==> src/rtl/core/dcr_pkg.sv <==
// ----------------------------------------------------------------------------
// dcr_pkg
// shared types and constants for the dual uart console register block
// ----------------------------------------------------------------------------
package dcr_pkg;

    // item opcodes
    typedef enum logic [1:0] {
        OP_READ  = 2'd0,
        OP_WRITE = 2'd1,
        OP_RX    = 2'd2,
        OP_IDLE  = 2'd3
    } dcr_op_t;

    // register byte offsets
    localparam logic [4:0] OFF_MRA  = 5'h00;
    localparam logic [4:0] OFF_SRA  = 5'h02;
    localparam logic [4:0] OFF_CRA  = 5'h04;
    localparam logic [4:0] OFF_RHRA = 5'h06;
    localparam logic [4:0] OFF_ISR  = 5'h0A;
    localparam logic [4:0] OFF_MRB  = 5'h10;
    localparam logic [4:0] OFF_SRB  = 5'h12;
    localparam logic [4:0] OFF_CRB  = 5'h14;
    localparam logic [4:0] OFF_THRB = 5'h16;
    localparam logic [4:0] OFF_IVR  = 5'h18;

    // status and command codes
    localparam logic [7:0] SR_BASE      = 8'h0C;
    localparam logic [7:0] SR_RXRDY     = 8'h01;
    localparam logic [7:0] ISR_BASE     = 8'h11;
    localparam logic [7:0] ISR_RXRDY    = 8'h02;
    localparam logic [2:0] CMD_RESET_MR = 3'h1;
    localparam logic [2:0] IRQ_LEVEL    = 3'd3;

    // input word
    typedef struct packed {
        logic [1:0] opcode;
        logic [4:0] reg_offset;
        logic [7:0] write_data;
        logic [7:0] rx_byte;
    } dcr_in_t;

    // result word
    typedef struct packed {
        logic [7:0] read_data;
        logic       tx_valid;
        logic [7:0] tx_byte;
        logic [2:0] irq_level;
        logic [7:0] irq_vector;
        logic       rx_dropped;
        logic [4:0] rx_space;
    } dcr_out_t;

    // fifo control from the register decode
    typedef struct packed {
        logic push;
        logic pop;
    } dcr_fifo_ctl_t;

    // fifo status back to the register decode
    typedef struct packed {
        logic       not_empty;
        logic       full;
        logic       not_empty_next;
        logic [4:0] space_next;
    } dcr_fifo_stat_t;

endpackage

==> src/rtl/core/dcr_rx_fifo.sv <==
// ----------------------------------------------------------------------------
// dcr_rx_fifo
// receive fifo with a registered head word and write-to-head bypass
// ----------------------------------------------------------------------------
module dcr_rx_fifo import dcr_pkg::*; #(
    parameter int RX_DEPTH = 16
) (
    input  logic           aclk,
    input  logic           aresetn,
    input  dcr_fifo_ctl_t  ctl,
    input  logic [7:0]     push_data,
    output logic [7:0]     head_data,
    output dcr_fifo_stat_t stat
);

    localparam int PTR_W  = (RX_DEPTH > 1) ? $clog2(RX_DEPTH) : 1;
    localparam int FILL_W = $clog2(RX_DEPTH + 1);

    logic [7:0]        mem [RX_DEPTH];
    logic [PTR_W-1:0]  wr_ptr_reg, wr_ptr_next;
    logic [PTR_W-1:0]  rd_ptr_reg, rd_ptr_next;
    logic [FILL_W-1:0] fill_reg, fill_next;
    logic [7:0]        head_reg;
    logic [31:0]       space_w;

    function automatic logic [PTR_W-1:0] next_slot(input logic [PTR_W-1:0] p);
        logic [PTR_W-1:0] r;
        if (p == PTR_W'(RX_DEPTH - 1)) begin
            r = '0;
        end else begin
            r = p + 1'b1;
        end
        return r;
    endfunction

    always_comb begin
        wr_ptr_next = ctl.push ? next_slot(wr_ptr_reg) : wr_ptr_reg;
        rd_ptr_next = ctl.pop ? next_slot(rd_ptr_reg) : rd_ptr_reg;
        fill_next   = fill_reg;
        if (ctl.push && !ctl.pop) begin
            fill_next = fill_reg + 1'b1;
        end else if (ctl.pop && !ctl.push) begin
            fill_next = fill_reg - 1'b1;
        end
        space_w = 32'(RX_DEPTH) - 32'(fill_next);
    end

    assign stat.not_empty      = (fill_reg != '0);
    assign stat.full           = (fill_reg == FILL_W'(RX_DEPTH));
    assign stat.not_empty_next = (fill_next != '0);
    assign stat.space_next     = space_w[4:0];
    assign head_data           = head_reg;

    always_ff @(posedge aclk) begin
        if (!aresetn) begin
            wr_ptr_reg <= '0;
            rd_ptr_reg <= '0;
            fill_reg   <= '0;
        end else begin
            wr_ptr_reg <= wr_ptr_next;
            rd_ptr_reg <= rd_ptr_next;
            fill_reg   <= fill_next;
        end
    end

    // storage write port
    always_ff @(posedge aclk) begin
        if (ctl.push) begin
            mem[wr_ptr_reg] <= push_data;
        end
    end

    // registered read of the next head, bypassing a write into that slot
    always_ff @(posedge aclk) begin
        if (ctl.push && (wr_ptr_reg == rd_ptr_next)) begin
            head_reg <= push_data;
        end else begin
            head_reg <= mem[rd_ptr_next];
        end
    end

endmodule

==> src/rtl/core/dcr_chan_regs.sv <==
// ----------------------------------------------------------------------------
// dcr_chan_regs
// register decode, mode/interrupt registers and result formation
// ----------------------------------------------------------------------------
module dcr_chan_regs import dcr_pkg::*; (
    input  logic           aclk,
    input  logic           aresetn,
    input  logic           fire,
    input  dcr_in_t        item,
    input  logic [7:0]     fifo_head,
    input  dcr_fifo_stat_t fifo_stat,
    output dcr_fifo_ctl_t  fifo_ctl,
    output dcr_out_t       result
);

    logic [7:0] mra_reg [2];
    logic [7:0] mrb_reg [2];
    logic       ptr_a_reg, ptr_a_next;
    logic       ptr_b_reg, ptr_b_next;
    logic [7:0] imr_reg, imr_next;
    logic [7:0] ivr_reg, ivr_next;
    logic       mra_we, mrb_we;
    logic [7:0] rd;
    logic       txv;
    logic       drop;
    logic       pend;
    dcr_op_t    op;

    always_comb begin
        op         = dcr_op_t'(item.opcode);
        rd         = '0;
        txv        = 1'b0;
        drop       = 1'b0;
        ptr_a_next = ptr_a_reg;
        ptr_b_next = ptr_b_reg;
        imr_next   = imr_reg;
        ivr_next   = ivr_reg;
        mra_we     = 1'b0;
        mrb_we     = 1'b0;
        fifo_ctl   = '0;
        unique case (op)
            OP_READ: begin
                unique case (item.reg_offset)
                    OFF_MRA: begin
                        rd         = mra_reg[ptr_a_reg];
                        ptr_a_next = 1'b1;
                    end
                    OFF_SRA:  rd = SR_BASE | (fifo_stat.not_empty ? SR_RXRDY : 8'h00);
                    OFF_RHRA: begin
                        if (fifo_stat.not_empty) begin
                            rd           = fifo_head;
                            fifo_ctl.pop = fire;
                        end
                    end
                    OFF_ISR:  rd = ISR_BASE | (fifo_stat.not_empty ? ISR_RXRDY : 8'h00);
                    OFF_MRB: begin
                        rd         = mrb_reg[ptr_b_reg];
                        ptr_b_next = 1'b1;
                    end
                    OFF_SRB:  rd = SR_BASE;
                    OFF_IVR:  rd = ivr_reg;
                    default:  rd = '0;
                endcase
            end
            OP_WRITE: begin
                unique case (item.reg_offset)
                    OFF_MRA: begin
                        mra_we     = 1'b1;
                        ptr_a_next = 1'b1;
                    end
                    OFF_CRA: begin
                        if (item.write_data[6:4] == CMD_RESET_MR) begin
                            ptr_a_next = 1'b0;
                        end
                    end
                    OFF_RHRA: txv = 1'b1;
                    OFF_MRB: begin
                        mrb_we     = 1'b1;
                        ptr_b_next = 1'b1;
                    end
                    OFF_CRB: begin
                        if (item.write_data[6:4] == CMD_RESET_MR) begin
                            ptr_b_next = 1'b0;
                        end
                    end
                    OFF_ISR:  imr_next = item.write_data;
                    OFF_IVR:  ivr_next = item.write_data;
                    default:  txv = 1'b0;
                endcase
            end
            OP_RX: begin
                if (fifo_stat.full) begin
                    drop = 1'b1;
                end else begin
                    fifo_ctl.push = fire;
                end
            end
            default: rd = '0;
        endcase

        // interrupt state as seen after this word
        pend = imr_next[0] || (imr_next[1] && fifo_stat.not_empty_next);

        result.read_data  = rd;
        result.tx_valid   = txv;
        result.tx_byte    = txv ? item.write_data : 8'h00;
        result.irq_level  = pend ? IRQ_LEVEL : 3'd0;
        result.irq_vector = pend ? ivr_next : 8'h00;
        result.rx_dropped = drop;
        result.rx_space   = fifo_stat.space_next;
    end

    always_ff @(posedge aclk) begin
        if (!aresetn) begin
            ptr_a_reg  <= 1'b0;
            ptr_b_reg  <= 1'b0;
            imr_reg    <= '0;
            ivr_reg    <= '0;
            mra_reg[0] <= '0;
            mra_reg[1] <= '0;
            mrb_reg[0] <= '0;
            mrb_reg[1] <= '0;
        end else if (fire) begin
            ptr_a_reg <= ptr_a_next;
            ptr_b_reg <= ptr_b_next;
            imr_reg   <= imr_next;
            ivr_reg   <= ivr_next;
            if (mra_we) begin
                mra_reg[ptr_a_reg] <= item.write_data;
            end
            if (mrb_we) begin
                mrb_reg[ptr_b_reg] <= item.write_data;
            end
        end
    end

endmodule

==> src/rtl/core/duart_console_channel_regs_top.sv <==
// ----------------------------------------------------------------------------
// duart_console_channel_regs_top
// dual uart console register block: bus reads/writes and host receive bytes
// a word passes the input register, one decode/update pass and the result register
// throughput: one word per cycle while m_ready does not stall, set by the single
// decode/update pass; backpressure on m_ready holds the result register and
// stalls the input register; reset (aresetn, synchronous, active low) clears
// valid flags, mode/irq registers, pointers and the fifo count; data registers
// and fifo storage are not cleared and need no clearing pass
// ----------------------------------------------------------------------------
module duart_console_channel_regs_top import dcr_pkg::*; #(
    parameter int RX_DEPTH = 16
) (
    input  logic     aclk,
    input  logic     aresetn,
    input  logic     s_valid,
    output logic     s_ready,
    input  dcr_in_t  s_data,
    output logic     m_valid,
    input  logic     m_ready,
    output dcr_out_t m_data
);

    // input register
    logic           in_valid_reg;
    dcr_in_t        in_data_reg;

    // result register
    logic           out_valid_reg;
    dcr_out_t       out_data_reg;

    logic           adv;
    logic           fire;
    dcr_out_t       result;
    dcr_fifo_ctl_t  fifo_ctl;
    dcr_fifo_stat_t fifo_stat;
    logic [7:0]     fifo_head;

    // result register can take a word when empty or being drained
    assign adv     = !out_valid_reg || m_ready;
    // the word in the input register is processed and its state committed
    assign fire    = in_valid_reg && adv;
    assign s_ready = !in_valid_reg || adv;
    assign m_valid = out_valid_reg;
    assign m_data  = out_data_reg;

    always_ff @(posedge aclk) begin
        if (!aresetn) begin
            in_valid_reg <= 1'b0;
        end else if (s_valid && s_ready) begin
            in_valid_reg <= 1'b1;
        end else if (fire) begin
            in_valid_reg <= 1'b0;
        end
    end

    always_ff @(posedge aclk) begin
        if (s_valid && s_ready) begin
            in_data_reg <= s_data;
        end
    end

    always_ff @(posedge aclk) begin
        if (!aresetn) begin
            out_valid_reg <= 1'b0;
        end else if (adv) begin
            out_valid_reg <= in_valid_reg;
        end
    end

    always_ff @(posedge aclk) begin
        if (fire) begin
            out_data_reg <= result;
        end
    end

    // register decode and interrupt logic
    dcr_chan_regs u_regs (
        .aclk      (aclk),
        .aresetn   (aresetn),
        .fire      (fire),
        .item      (in_data_reg),
        .fifo_head (fifo_head),
        .fifo_stat (fifo_stat),
        .fifo_ctl  (fifo_ctl),
        .result    (result)
    );

    // channel a receive fifo
    dcr_rx_fifo #(
        .RX_DEPTH (RX_DEPTH)
    ) u_rx_fifo (
        .aclk      (aclk),
        .aresetn   (aresetn),
        .ctl       (fifo_ctl),
        .push_data (in_data_reg.rx_byte),
        .head_data (fifo_head),
        .stat      (fifo_stat)
    );

endmodule

==> config.mk <==
export PLATFORM = sky130hd
export DESIGN_NAME = duart_console_channel_regs_top
export DESIGN_NICKNAME = d
export VERILOG_FILES = /design/src/rtl/core/dcr_pkg.sv /design/src/rtl/core/dcr_rx_fifo.sv /design/src/rtl/core/dcr_chan_regs.sv /design/src/rtl/core/duart_console_channel_regs_top.sv
export SDC_FILE = /design/constraint.sdc
export NUM_CORES = 1
export LEC_CHECK = 0
export ABC_AREA = 1
export BUFFER_PORTS_ARGS = -buffer_cell sky130_fd_sc_hd__buf_2
export CAP_MARGIN = 15
export CORE_MARGIN = 10
export CORE_UTILIZATION = 35
export CTS_BUF_LIST = sky130_fd_sc_hd__clkbuf_4 sky130_fd_sc_hd__clkbuf_8
export CTS_CLUSTER_SIZE = 24
export DETAILED_ROUTE_END_ITERATION = 16
export REMOVE_ABC_BUFFERS = 1
export SYNTH_ARGS = -nofsm -noshare
export SYNTH_HDL_FRONTEND = slang
export SYNTH_HIERARCHICAL = 1
export SYNTH_SLANG_ARGS = --single-unit
==> constraint.sdc <==
create_clock -name aclk -period 7.2 [get_ports aclk]
set_input_delay 0.72 -clock aclk [delete_from_list [all_inputs] [get_ports aclk]]
set_output_delay 0.72 -clock aclk [all_outputs]
set_load 0.03 [all_outputs]
# After elaboration in Yosys (flattened, before gate mapping)
# Memories as Yosys holds them, arrays and structs flattened. A register that Yosys moved wholly into a read port is not among the register bits.
# Cells that the tools add are included.
# W data, S select, Z words.
# totals
in_bits,27
mem_bits_rw,160
n_memories,3
register_bits,84
# classes
n_reduce_logical,22
n_eq_ne,20
mux,56
add_sub_neg,5
# memory_table
name,depth,width,rd,rd_clocked_by_memory_dff,write_ports,line,source
u_rx_fifo.mem,16,8,1,1,1,dcr_rx_fifo.sv:19,logic [7:0] mem [RX_DEPTH];
u_regs.mra_reg,2,8,1,1,2,dcr_chan_regs.sv:16,logic [7:0] mra_reg [2];
u_regs.mrb_reg,2,8,1,1,2,dcr_chan_regs.sv:17,logic [7:0] mrb_reg [2];
# op_table
operator,n
$pmux W8 S7,1
$mux W8,5
$mux W1,37
$eq A5 B5 Y1 const B,5
$reduce_or A8 Y1,2
$mux W4,3
$eq A5 B3 Y1 const B,2
$mux W5,2
$reduce_and A5 Y1,2
$reduce_bool A5 Y1,2
$ne A3 B2 Y1 const B,3
$add A4 B1 Y4 const B,2
$eq A4 B4 Y1 const B,2
$mux W2,4
$pmux W1 S2,4
$add A5 B1 Y5 const B,1
$eq A5 B2 Y1 const B,1
$eq A5 B4 Y1 const B,1
$logic_and A1 B1 Y1,5
$logic_not A5 Y1,1
$sub A5 B1 Y5 const B,1
$sub A5 B5 Y5 const A,1
$logic_not A1 Y1,4
$ne A2 B1 Y1 const B,2
other kinds (7),10

# Depth between registers and ports, before layout
# Gate-level depths: netlist of the first run.
# depth
depth_word,13
ltp_mapped,20
ltp_nobuf,19

# Hierarchy
# The synthesis of the first run kept the hierarchy.
# by_module_without_submodules
module,seq_area_each_um2,cells_each,area_each_um2,n_inst
dcr_rx_fifo,4184.0,563,6198.4,1
dcr_chan_regs,1241.2,358,2751.4,1
duart_console_channel_regs_top,1751.7,70,1806.7,1

# Worst setup path after synthesis of the first run
# No wires, ideal clock.
# synth_path
path_type,input -> register
from,input port m_ready
to,register out_data_reg (netlist bit m_data[11]) (data pin)
slack_ps,1715
arrival_ps,5230
t_required_ps,6945
path_buffers,1
cell_stages,19
path_cell_list,inv_1 > a21oi_1 > inv_2 > buf_2 > nor4_1 > inv_2 > nand2_2 > nand2_1 > nand2_1 > nand2_1 > inv_1 > ha_1 > nand2_1 > nor2_1 > ha_1 > inv_1 > nand3_1 > nand2_2 > and2_1
# synth_rtl
element,line,source
start: declaration,duart_console_channel_regs_top.sv:20,"input logic m_ready,"
end signal: assignment,duart_console_channel_regs_top.sv:73,out_data_reg <= result;
end: declaration,duart_console_channel_regs_top.sv:30,dcr_out_t out_data_reg;

==> impl_metrics.toml, run 1 <==
[floorplan]
core_mm2 = 0.03043
fp-row-count = 64
start_util_pct = 35.35
dieArea_mm2 = 0.03815
io_pins = 63
die_w_um = 195.3
die_y_um = 195.3

[timing]
setup_violations = 0
rsz0062_at_grt = "false"
post-route-period-util_pct = 50.13
min_period_ns = 3.609
clock.fmax_mhz = 277.1
finClkSkew_ns = 0.01876
worst_slack_ns = 3.591
tns_ns = 0
slew-limit-headroom_pct = 33.65
slew_viol_final = 0
tightestPinTransition_ns = 0.9862
hold_viol = 0

[pwr]
p_per_area_mw_per_mm2 = 242.2
power_mw = 2.943
leakage_nw = 4.697
vdd_drop_max_mv = 0.1220

[yosys]
ys.flop_type = "edfxtp_1"
yosysWarnings = 6
synthTopCellsByArea = "edfxtp_1 61%, dfxtp_1 6.1%, nand2_1 5.5%"
ys_ff_latch = 250
synth_cells = 991
synth_seq_area_share_pct = 66.72
ys_types = 40
synth_edf_count = 217
async_reset_ff_share_pct = 0
netlist.area_leader.share_pct = 60.58
synth_top_area_cell = "edfxtp_1"
netlist_area_mm2 = 0.01076
synth.avg_cell_area_um2 = 10.85

[detailed_routing]
drt_iter0_markers = 478
avgViaCountPerCell = 4.731
drc_errors = 0
wl_met2_um = 11350
wl_per_cell_um = 16.37
ant_nets = 0
drt_first_pass_iters = 5
drt_wl_total_um = 24240
dr_wl_met3_um = 1243
dr.max_layer_used = "met4"
met1_length_um = 11230
vias = 7006

[cts]
clk_pin_slew_ns = 0.06
hold_buffers = 0
cts_buffers = 39
cts_setup_buffers = 0
clock-root-buffer = "clkbuf_8"
cts.htree.levels = 2
cts_tree = "yes"
cts_buffer_depth = 3
clock_sinks = 250
cts_resized = 0
clk_latency_ns = 0.53

[final_layout]
final_cell_mix = "217 x edfxtp_1, 157 x nand2_1, 134 x inv_1"
syn_to_final_growth_pct = 12.97
design_area_mm2 = 0.01215
diodes = 0
fin_util_pct = 39.93
drive_above_1_share_pct = 17.33
layout_commonest_cell = "edfxtp_1"
fin_nets = 1093
largest_reg_flops = 128

[worst_setup_path]
critPathArrivalTime_ns = 3.89
critPathLaunchType = "register"
path_class = "reg2reg"
path_max_fanout = 10
worst_setup_path_end_kind = "register"
critPathRequiredTime_ns = 7.48

[grt]
grt_pass1_wl_um = 38430
grt-ovfl-total = 0
grt_pass1_vias = 6996
grt_max_degree = 75
antenna_found_initial = 0
grtUsageTotal_pct = 12.50

[place]
portBuffers = 62
hpwl_um = 16460
place_ws_ns = 3.108
place_area_mm2 = 0.01135
place.gp.congestion = 0.8566

[hold_path]
holdCritPathClass = "in2reg"

[outcome]
status = "complete, no violations"

[job]
drv_cap = 0
## worst max-delay path: stages (launching register included)
cell,delay [ns]
edfxtp_1,0.53
inv_2,0.16
nand2_1,0.23
nor4_1,0.88
inv_2,0.17
nand2_2,0.16
nand2_1,0.06
nand2_1,0.06
nand2_1,0.07
inv_1,0.08
ha_1,0.18
nand2_1,0.06
nor2_1,0.10
ha_1,0.15
inv_1,0.06
nand3_1,0.10
nand2_2,0.13
and2_1,0.17
## final timing paths
path	start	end	slack (ns)	depth (start not counted)
setup / recovery	in_data_reg[21]	m_data[10]	3.59	17
hold / removal	s_data[11]	in_data_reg[11]	0.36	1
setup reg to reg	in_data_reg[21]	m_data[10]	3.59	17
hold reg to reg	u_rx_fifo/rd_ptr_reg[1]	register	0.50	2
## final cells by class
cell class	instances	area [µm²]
flip-flops and latches	250	7182
multi-input cells	551	2788
repair buffers	67	365.4
well taps	396	495.5
fillers	2943	18280
clock buffers	59	711.9
clock inverters	11	57.56
inverters	147	551.8
## stage by stage
stage | hold WS [ns] | std cells
after floorplan | 0.4608 | 948
after global placement | 0.4904 | 1409
after detailed placement | 0.4893 | 1409
after CTS | 0.3195 | 1479
after global routing | 0.3225 | 1481
final | 0.3558 | 1481
## cell families (layout without fill, tap and decap cells)
logic type,count (synthesis),count (layout),synth area share (%)
adder cells (fa/ha/maj),10,10,1.163
AO/OA/AOI/OAI,160,160,8.631
flip-flops,250,250,66.72
AND/OR/NAND/NOR,378,378,15.81
buffers and inverters,190,284,7.468
other,1,1,0.03486
multiplexers,1,1,0.09306
XOR/XNOR,1,1,0.08144
## power by group
part | total [mW] | leakage [nW] | switching [mW] | internal [mW]
sequential | 1.64 | 2.32 | 0.0291 | 1.61
clock | 1.16 | 0.416 | 0.524 | 0.634
combinational | 0.147 | 1.97 | 0.105 | 0.0425
## synthesized netlist by cell type, types with 3 or more instances
library cell	count
edfxtp_1	217
nand2_1	157
inv_1	134
nor2_1	104
nand3_1	70
a21oi_1	61
o21ai_0	43
o211ai_1	34
dfxtp_1	33
buf_2	15
buf_4	13
inv_2	12
clkbuf_1	11
ha_1	10
o21ai_1	9
o21ai_2	9
and2_1	8
nand2_2	8
nor2_2	6
nor2_4	5
nor3_1	4
buf_6	3
nand3_2	3
nand4_1	3
## metal layers
metal	GRT usage, %	vias to the layer above
met5	0	-
met4	3.903	0
met3	2.295	35
met2	20.15	189
met1	16.67	3313
li1	-	3469
Note: power is estimated with default switching activity, not from simulation.
==> run 2: changes to the inputs <==
==> constraint.sdc (replaced) <==
create_clock -name aclk -period 3.6 [get_ports aclk]
set_input_delay 0.36 -clock aclk [delete_from_list [all_inputs] [get_ports aclk]]
set_output_delay 0.36 -clock aclk [all_outputs]
set_load 0.03 [all_outputs]
==> run 2 against run 1 <==
- sequential cell count unchanged
- critical endpoint is now m_data[7]
- design area up 1.1%
- via count up 0.60%
- largest power group unchanged
- largest cell class unchanged
- first-iteration DRC count down 15%
- worst hold slack worse by 0.33 ns
- sequential share of layout area down 0.61 points
- setup slack worse by 3.1 ns
==> impl_metrics.toml, run 2 (synthesis results as in run 1) <==
[grt]
antenna_found_initial = 0
grt_pass1_vias = 6846
grt_max_degree = 61
grt_pass1_wl_um = 37650
grt-ovfl-total = 0
grtUsageTotal_pct = 12.34

[floorplan]
io_pins = 63
dieArea_mm2 = 0.03815
fp-row-count = 64
die_y_um = 195.3
core_mm2 = 0.03043
start_util_pct = 35.35
die_w_um = 195.3

[cts]
cts.htree.levels = 2
cts_tree = "yes"
cts_setup_buffers = 0
cts_buffers = 39
clock_sinks = 250
clock-root-buffer = "clkbuf_8"
clk_pin_slew_ns = 0.06
clk_latency_ns = 0.53
cts_buffer_depth = 3

[timing]
tns_ns = 0
clock.fmax_mhz = 326.8
slew-limit-headroom_pct = 26.68
min_period_ns = 3.060
post-route-period-util_pct = 84.99
tightestPinTransition_ns = 1.099
setup_violations = 0
slew_viol_final = 0
finClkSkew_ns = 0.01862
rsz0062_at_grt = "false"
hold_viol = 0

[final_layout]
syn_to_final_growth_pct = 14.16
num-fill-cells = 2951
final_cell_mix = "217 x edfxtp_1, 157 x nand2_1, 134 x inv_1"
fin_util_pct = 40.35
drive_above_1_share_pct = 16.48
design_area_mm2 = 0.01228
fin_nets = 1112
largest_reg_flops = 128
layout_commonest_cell = "edfxtp_1"
finalNonFillerCells = 1494
diodes = 0

[place]
portBuffers = 62
placed_cells = 1414
hpwl_um = 16270
place_area_mm2 = 0.01140
place.gp.congestion = 0.8590

[outcome]
status = "complete, no violations"

[detailed_routing]
vias = 7048
drc_errors = 0
ant_nets = 0
drt_iter0_markers = 404
drt_first_pass_iters = 5
avgViaCountPerCell = 4.718
drt_wl_total_um = 24190
wl_per_cell_um = 16.19

[job]
drv_cap = 0

[pwr]
vdd_drop_max_mv = 0.2835
p_per_area_mw_per_mm2 = 475.5
leakage_nw = 4.740
power_mw = 5.839

[worst_setup_path]
critPathRequiredTime_ns = 3.88
critPathLaunchType = "register"
critPathArrivalTime_ns = 3.34
worst_setup_path_end_kind = "register"
path_max_fanout = 10
path_class = "reg2reg"

[hold_path]
holdCritPathClass = "in2reg"
[run 2: worst max-delay path, stage by stage, from the launching register on]
cell and delay, ns:
dfxtp_1 0.40, inv_1 0.08, ha_1 0.20, nand3_1 0.14, inv_1 0.10, nor4_1 0.29, buf_4 0.20, inv_2 0.07
nand2_2 0.10, nand2_1 0.06, nand2_1 0.07, nand2_1 0.07, inv_1 0.07, ha_1 0.18, nand2_1 0.06, nor2_1 0.11
ha_1 0.16, inv_1 0.06, nand3_1 0.09, nand2_2 0.12, and2_1 0.17
[run 2: final cells by class]
type / count / area (µm²) / share of cell area [%]
Clock buffer: 52 / 640.6 / 5.217
Multi-Input combinational cell: 551 / 2788 / 22.70
Sequential cell: 250 / 7182 / 58.49
Tap cell: 396 / 495.5 / 4.035
Inverter: 147 / 551.8 / 4.494
Clock inverter: 12 / 78.83 / 0.6419
Timing Repair Buffer: 86 / 543.0 / 4.422
[run 2: worst paths after layout]
path | start | end | slack (ns) | cells after the start
worst max-delay path | u_rx_fifo/fill_reg[1] | m_data[7] | 0.54 | 20
worst min register to register | in_valid_reg | in_valid_reg | 0.50 | 2
worst min-delay path | s_data[21] | in_data_reg[21] | 0.03 | 1
worst max register to register | u_rx_fifo/fill_reg[1] | m_data[7] | 0.54 | 20
[run 2: repair_timing]
action                                  CTS  global route
endpoints found under the hold margin    16             0
hold buffers                             16             0
resized for setup                         0             0
endpoints found under the setup margin    0             0
[run 2: where the power goes]
group	switching, mW	total, mW	internal, mW
Clock	1.04	2.26	1.22
Sequential	0.0548	3.27	3.22
Combinational	0.211	0.305	0.0938
Total	1.31	5.84	4.53
[run 2: stage by stage]
step | setup slack (ns) | hold slack, ns
final | 0.5405 | 0.02877
after global routing | 0.3396 | 0.008359
after CTS | 0.5349 | 0.007088
after detailed placement | 0.5612 | 0.4950
after global placement | 0.5363 | 0.4860
after floorplan | -1.642 | 0.4589
[run 2: layer usage]
metal | global-route usage [%] | share of wire, % | vias up
met4 | 3.705 | 1.9 | 0
met2 | 20.12 | 47 | 169
met1 | 16.17 | 46 | 3343
met3 | 2.535 | 5.0 | 39
li1 | - | - | 3497
met5 | 0 | 0 | -
